===== src/hdl/ovjr_pkg.sv =====
// Shared types and constants for the overwriting event journal ring.
`default_nettype none

package ovjr_pkg;

    localparam int CAP_W     = 7;
    localparam int WORD_W    = 32;
    localparam int ENTRY_W   = 3 * WORD_W;
    localparam int REG_IDX_W = 2;

    localparam logic [REG_IDX_W-1:0] REG_CAPACITY   = 2'd0;
    localparam logic [REG_IDX_W-1:0] REG_TYPE_MASK  = 2'd1;
    localparam logic [REG_IDX_W-1:0] REG_DEBUG_TYPE = 2'd2;

    localparam logic ACT_LOG  = 1'b0;
    localparam logic ACT_PLAY = 1'b1;

    localparam logic [CAP_W-1:0]  CAPACITY_RESET   = 7'd0;
    localparam logic [WORD_W-1:0] TYPE_MASK_RESET  = 32'h0000_00FF;
    localparam logic [WORD_W-1:0] DEBUG_TYPE_RESET = 32'h0000_0003;

    typedef struct packed {
        logic log;
        logic play_start;
        logic advance;
    } t_cmd;

    typedef struct packed {
        logic empty;
        logic last;
    } t_status;

endpackage

`default_nettype wire


===== src/hdl/ovjr_ctrl.sv =====
// Controller state machine that sequences logging and playback.
`default_nettype none

module ovjr_ctrl import ovjr_pkg::*; (
    input  wire     i_clk,
    input  wire     i_rst_n,
    input  wire     i_in_valid,
    input  wire     i_action,
    input  wire     i_out_stall,
    input  t_status i_status,
    output logic    o_in_stall,
    output logic    o_out_valid,
    output t_cmd    o_cmd
);

    typedef enum logic [1:0] {
        S_IDLE = 2'b01,
        S_PLAY = 2'b10
    } t_state;

    t_state r_state;
    t_state n_state;

    always_comb begin
        n_state          = r_state;
        o_cmd            = '0;
        o_in_stall       = 1'b1;
        o_out_valid      = 1'b0;
        case (r_state)
            S_IDLE: begin
                o_in_stall = 1'b0;
                if (i_in_valid) begin
                    if (i_action == ACT_PLAY) begin
                        if (!i_status.empty) begin
                            o_cmd.play_start = 1'b1;
                            n_state          = S_PLAY;
                        end
                    end else begin
                        o_cmd.log = 1'b1;
                    end
                end
            end
            S_PLAY: begin
                o_out_valid = 1'b1;
                if (!i_out_stall) begin
                    if (i_status.last) begin
                        n_state = S_IDLE;
                    end else begin
                        o_cmd.advance = 1'b1;
                    end
                end
            end
            default: begin
                n_state = S_IDLE;
            end
        endcase
    end

    always_ff @(posedge i_clk) begin
        if (!i_rst_n) begin
            r_state <= S_IDLE;
        end else begin
            r_state <= n_state;
        end
    end

endmodule

`default_nettype wire


===== config.mk =====
export PLATFORM = sky130hd
export DESIGN_NAME = ovjr_ctrl
export DESIGN_NICKNAME = d
export VERILOG_FILES = /design/src/hdl/ovjr_pkg.sv /design/src/hdl/ovjr_ctrl.sv
export SDC_FILE = /design/constraint.sdc
export NUM_CORES = 1
export LEC_CHECK = 0
export ABC_AREA = 0
export BUFFER_PORTS_ARGS = -buffer_cell sky130_fd_sc_hd__buf_4
export CAP_MARGIN = 0
export CORE_AREA = 4 4 41 43
export CTS_CLUSTER_DIAMETER = 80
export DETAILED_ROUTE_END_ITERATION = 12
export DIE_AREA = 0 0 45 47
export SKIP_CTS_REPAIR_TIMING = 1
export SLEW_MARGIN = 20
export SYNTH_ARGS = -nofsm -noshare
export SYNTH_HDL_FRONTEND = slang
export SYNTH_SLANG_ARGS = --single-unit

===== constraint.sdc =====
create_clock -name i_clk -period 1.2 [get_ports i_clk]
set_clock_uncertainty 0.2 [all_clocks]
set_input_delay 0.06 -clock i_clk [delete_from_list [all_inputs] [get_ports i_clk]]
set_output_delay 0.06 -clock i_clk [all_outputs]
set_load 0.02 [all_outputs]

* Word level (Yosys, flattened, before mapping) *
Cells that the tools add are included.

storage, ports and cells
  logic and storage cells = 25
  register bits after elaboration = 2
  output and inout bits = 5

cells by class
  eq/ne operators = 7
  reductions and logical operators = 1
  multiplexer cells = 16

operator list
  kind                count
  $mux 2              7
  $ne 2x2->1 const B  5
  $mux 1              8
  $reduce_and 5->1    1
  $pmux 2 s2          1
  $eq 2x1->1 const B  1
  $eq 2x2->1 const B  1

* Longest topological paths before layout *
  depth in word-level cells = 4
  depth in mapped cells = 2

* Worst setup path before layout *
OpenSTA, ideal clock, no wires.

  kind = flip-flop to output port
  start point = register r_state[1]
  end point = output port o_cmd[0] in the netlist's numbering
  arrival = 1.013 ns
  data required time = 0.940 ns
  setup slack = -0.073 ns
  cell stages (with the launch flop) = 3
  cells stage by stage = dfxtp_1 -> nor2b_2 -> nor3b_2

RTL lines
  what                    line             source
  from (decl)             ovjr_ctrl.sv:21  t_state r_state;
  from (signal assigned)  ovjr_ctrl.sv:63  r_state <= n_state;
  to (decl)               ovjr_ctrl.sv:13  output t_cmd o_cmd

==> summary.md <==
| Metric | Value |
|---|---|
| Mux cell area share after synthesis | 0 |
| CP Max Fanout | 4 |
| Post-synthesis xor/xnor area fraction | 0 |
| Initial core utilization | 0.103 |
| Sequential fraction of the synthesis area | 0.299 |
| Wirelength per Cell | 10.3 µm |
| Width of the die | approximately 45 µm |
| IO Count | 12 |
| DR iter-0 viols | 2 |
| CTS HTree Levels | 1 |
| Wl on met1 | 236 µm |
| CORE AREA | 1300 µm² |
| Top Registers | r_state x2 |
| Seq. cell area | around 43 µm² |
| Int Pwr | about 0.21 mW |
| DRC | 0 |
| CP required | 940 ps |
| Setup TNS Final | -289 ps |
| Largest delay contributor family on the critical path | simple AND/OR/NAND/NOR gates |
| Syn avg cell area | 10.3 µm² |
| Final Worst Setup Slack | -125 ps |
| Worst Hold Class | in -> reg |
| Comb pwr share | 0.197 |
| Pre-antenna DRT Iters | 2 |
| Largest family of logic cells by synthesized area | simple AND/OR/NAND/NOR gates |
| Total Wirelength | 453 µm |
| Max stage delay on crit path | ~310 ps |
| Synth Area in Compound Gates | 0.140 |
| # nets final | 38 |
| Hold Slack | -4.76 ps |
| Main area contributors after synthesis | dfxtp_1 30%, nor3b_2 19%, and3b_1 13%, nand2b_1 9.3%, a32o_1 7.5% |
| Final Setup Violations | 3 |
| Final Cell Area | 300 µm² |
| Peak supply drop | 0.353 mV |
| Synthesized Nets | 20 |
| CTS tree | done |
| Crit path DAT | 1060 ps |
| Slew Limit Fails | 0 |
| Routed length on met3 | 85 µm |
| Clock share of power | 0.541 |
| FMAX | about 750 MHz |
| First-pass GRT wire length | 738 µm |
| Number of fill cells | 154 |
| Area of the multi-input gates | 105 µm² |
| Vias | 157 |
| Ys Warns | 0 |
| PD cells | 907 nW/µm² |
| Final Cycle Share | 1.10 |
| GRT Resource Usage Total | 0.0559 |
| Critical Path Source Type | register |
| Net Sw Power | 0.0627 mW |
| Vias per cell | about 3.6 |
| DIE HEIGHT | 47 µm |
| Antenna violations before repair | 0 |
| Commonest non-fill, non-tap cell in the layout | buf_4 |
| Worst setup EP type | output port |
| Row Count | 13 |
| CTS sink count | 2 |
| Leak pwr | 0.136 nW |
| Met2 WL | approximately 130 µm |
| R2R depth | 3 |
| Slew @ Worst Pin | 139 ps |
| Biggest register | r_state |
| Die Area | 2120 µm² |
| Failing checks | hold timing, setup timing |
| WS Path Type | reg -> out |
| Number of buffers created by CTS | 3 |
| Rel. slew slack | 0.907 |
| Bufs and invs on worst path | 1 |
| Clk_lat worst skew | 220 ps |
| Vias in the first global route | 163 |
| Flop pwr share | 0.262 |
| Total grt overflow | 0 |
| Syn-to-layout area delta | 124% |
| Synth area leader | dfxtp_1 |
| Highest metal used | met3 |
| Final Critical Period | 1320 ps |
| Switching Fraction | 0.230 |
| Max-Cap Viols | 0 |
| Max reg flops | 2 |
| Number of cells on the critical path | 3 |
| Placer Congestion | ~0.65 |
| Worst-path clk slew | 30 ps |
| Largest net degree at the start of global routing | 5 |
| Cell variety after synth | 9 |
| # diodes | 0 |
| Synth Area in Adders | 0 |
| Placed inst area | 246 µm² |
| Synthesized area | approximately 130 µm² |
| Syn Inst Count | 13 |
| Hold Path Stages | 3 |
| Share of the synthesized area in the top cell type | 0.299 |
| Commonest non-fill, non-tap cells in the layout | 9 x buf_4, 3 x clkbuf_4, 3 x buf_6 |
| Final ANT Viol Nets | 0 |
| Hold Fails Final Rpt | 1 |
| RSZ-0062 raised after global routing | yes |
| Share of cells above drive strength 1 | 0.690 |
| CP cell instances | nand3b_1, nor3b_2, buf_4 |
| Critical-path top delay cell | dfxtp_2 |
| Port bufs | 11 |
| Post-synthesis simple-gate area fraction | 0.561 |
| CTS max path bufs | 2 |
| Status | complete, but fails checks |
| Root buffer cell | clkbuf_4 |
| #FFs+latches synth | 2 |
## worst reg2reg max path: stages, from the launching register on
cell and delay (ps):
dfxtp_2 310, nor2b_4 130, buf_6 110, a32o_1 230
## power groups by stage
stage	Sequential, mW	Combinational, mW	Clock (mW)
3_3_place_gp	0.0716	0.0509	0
5_1_grt	0.0716	0.0584	0.170
2_1_floorplan	0.0714	0.0208	0
6_report	0.0713	0.0537	0.147
3_5_place_dp	0.0718	0.0509	0
4_1_cts	0.0709	0.0512	0.158
## synthesized netlist by cell type, drive strengths merged
library cell  number
a32oi              1
nor3b              2
nor2               1
a32o               1
nor2b              1
dfxtp              2
nand2b             2
and3b              2
nand3b             1
## path summary, 6_finish.rpt
check	start	slack [ps]	end
setup / recovery	r_state[1]	-120	o_cmd[1]
hold / removal	i_action	-5	r_state[0]
setup reg to reg	r_state[1]	100	r_state[1]
hold reg to reg	r_state[0]	410	r_state[0]
## cell type report
cell class,instances,area share
repair buffers,13,0.371
multi-input cells,11,0.350
flip-flops and latches,2,0.142
clock buffers,3,0.0750
well taps,15,0.0625
## per-layer routing
layer  track usage  up-vias
met5             0        -
met4        0.0526        0
met3        0.0498        0
met2        0.0480       11
met1        0.0722       63
li1              -       83
## cell families after synthesis
kind of cell	count (synthesis)
AO/OA/AOI/OAI	2
flip-flops	2
AND/OR/NAND/NOR	9
## through the flow
stage               total power [mW]  hold slack [ps]  instances  utilization  setup WS, ps
floorplan                     0.0922            -43.8         13            -          70.9
global placement               0.122             87.7         39        0.189          68.9
detailed placement             0.123             85.5         39        0.189          56.0
finish                         0.272            -4.76         44        0.231          -125
global route                   0.300             34.4         44        0.231          -188
CTS                            0.280             -154         42        0.207          -195
(Power assumes the default switching activity.)
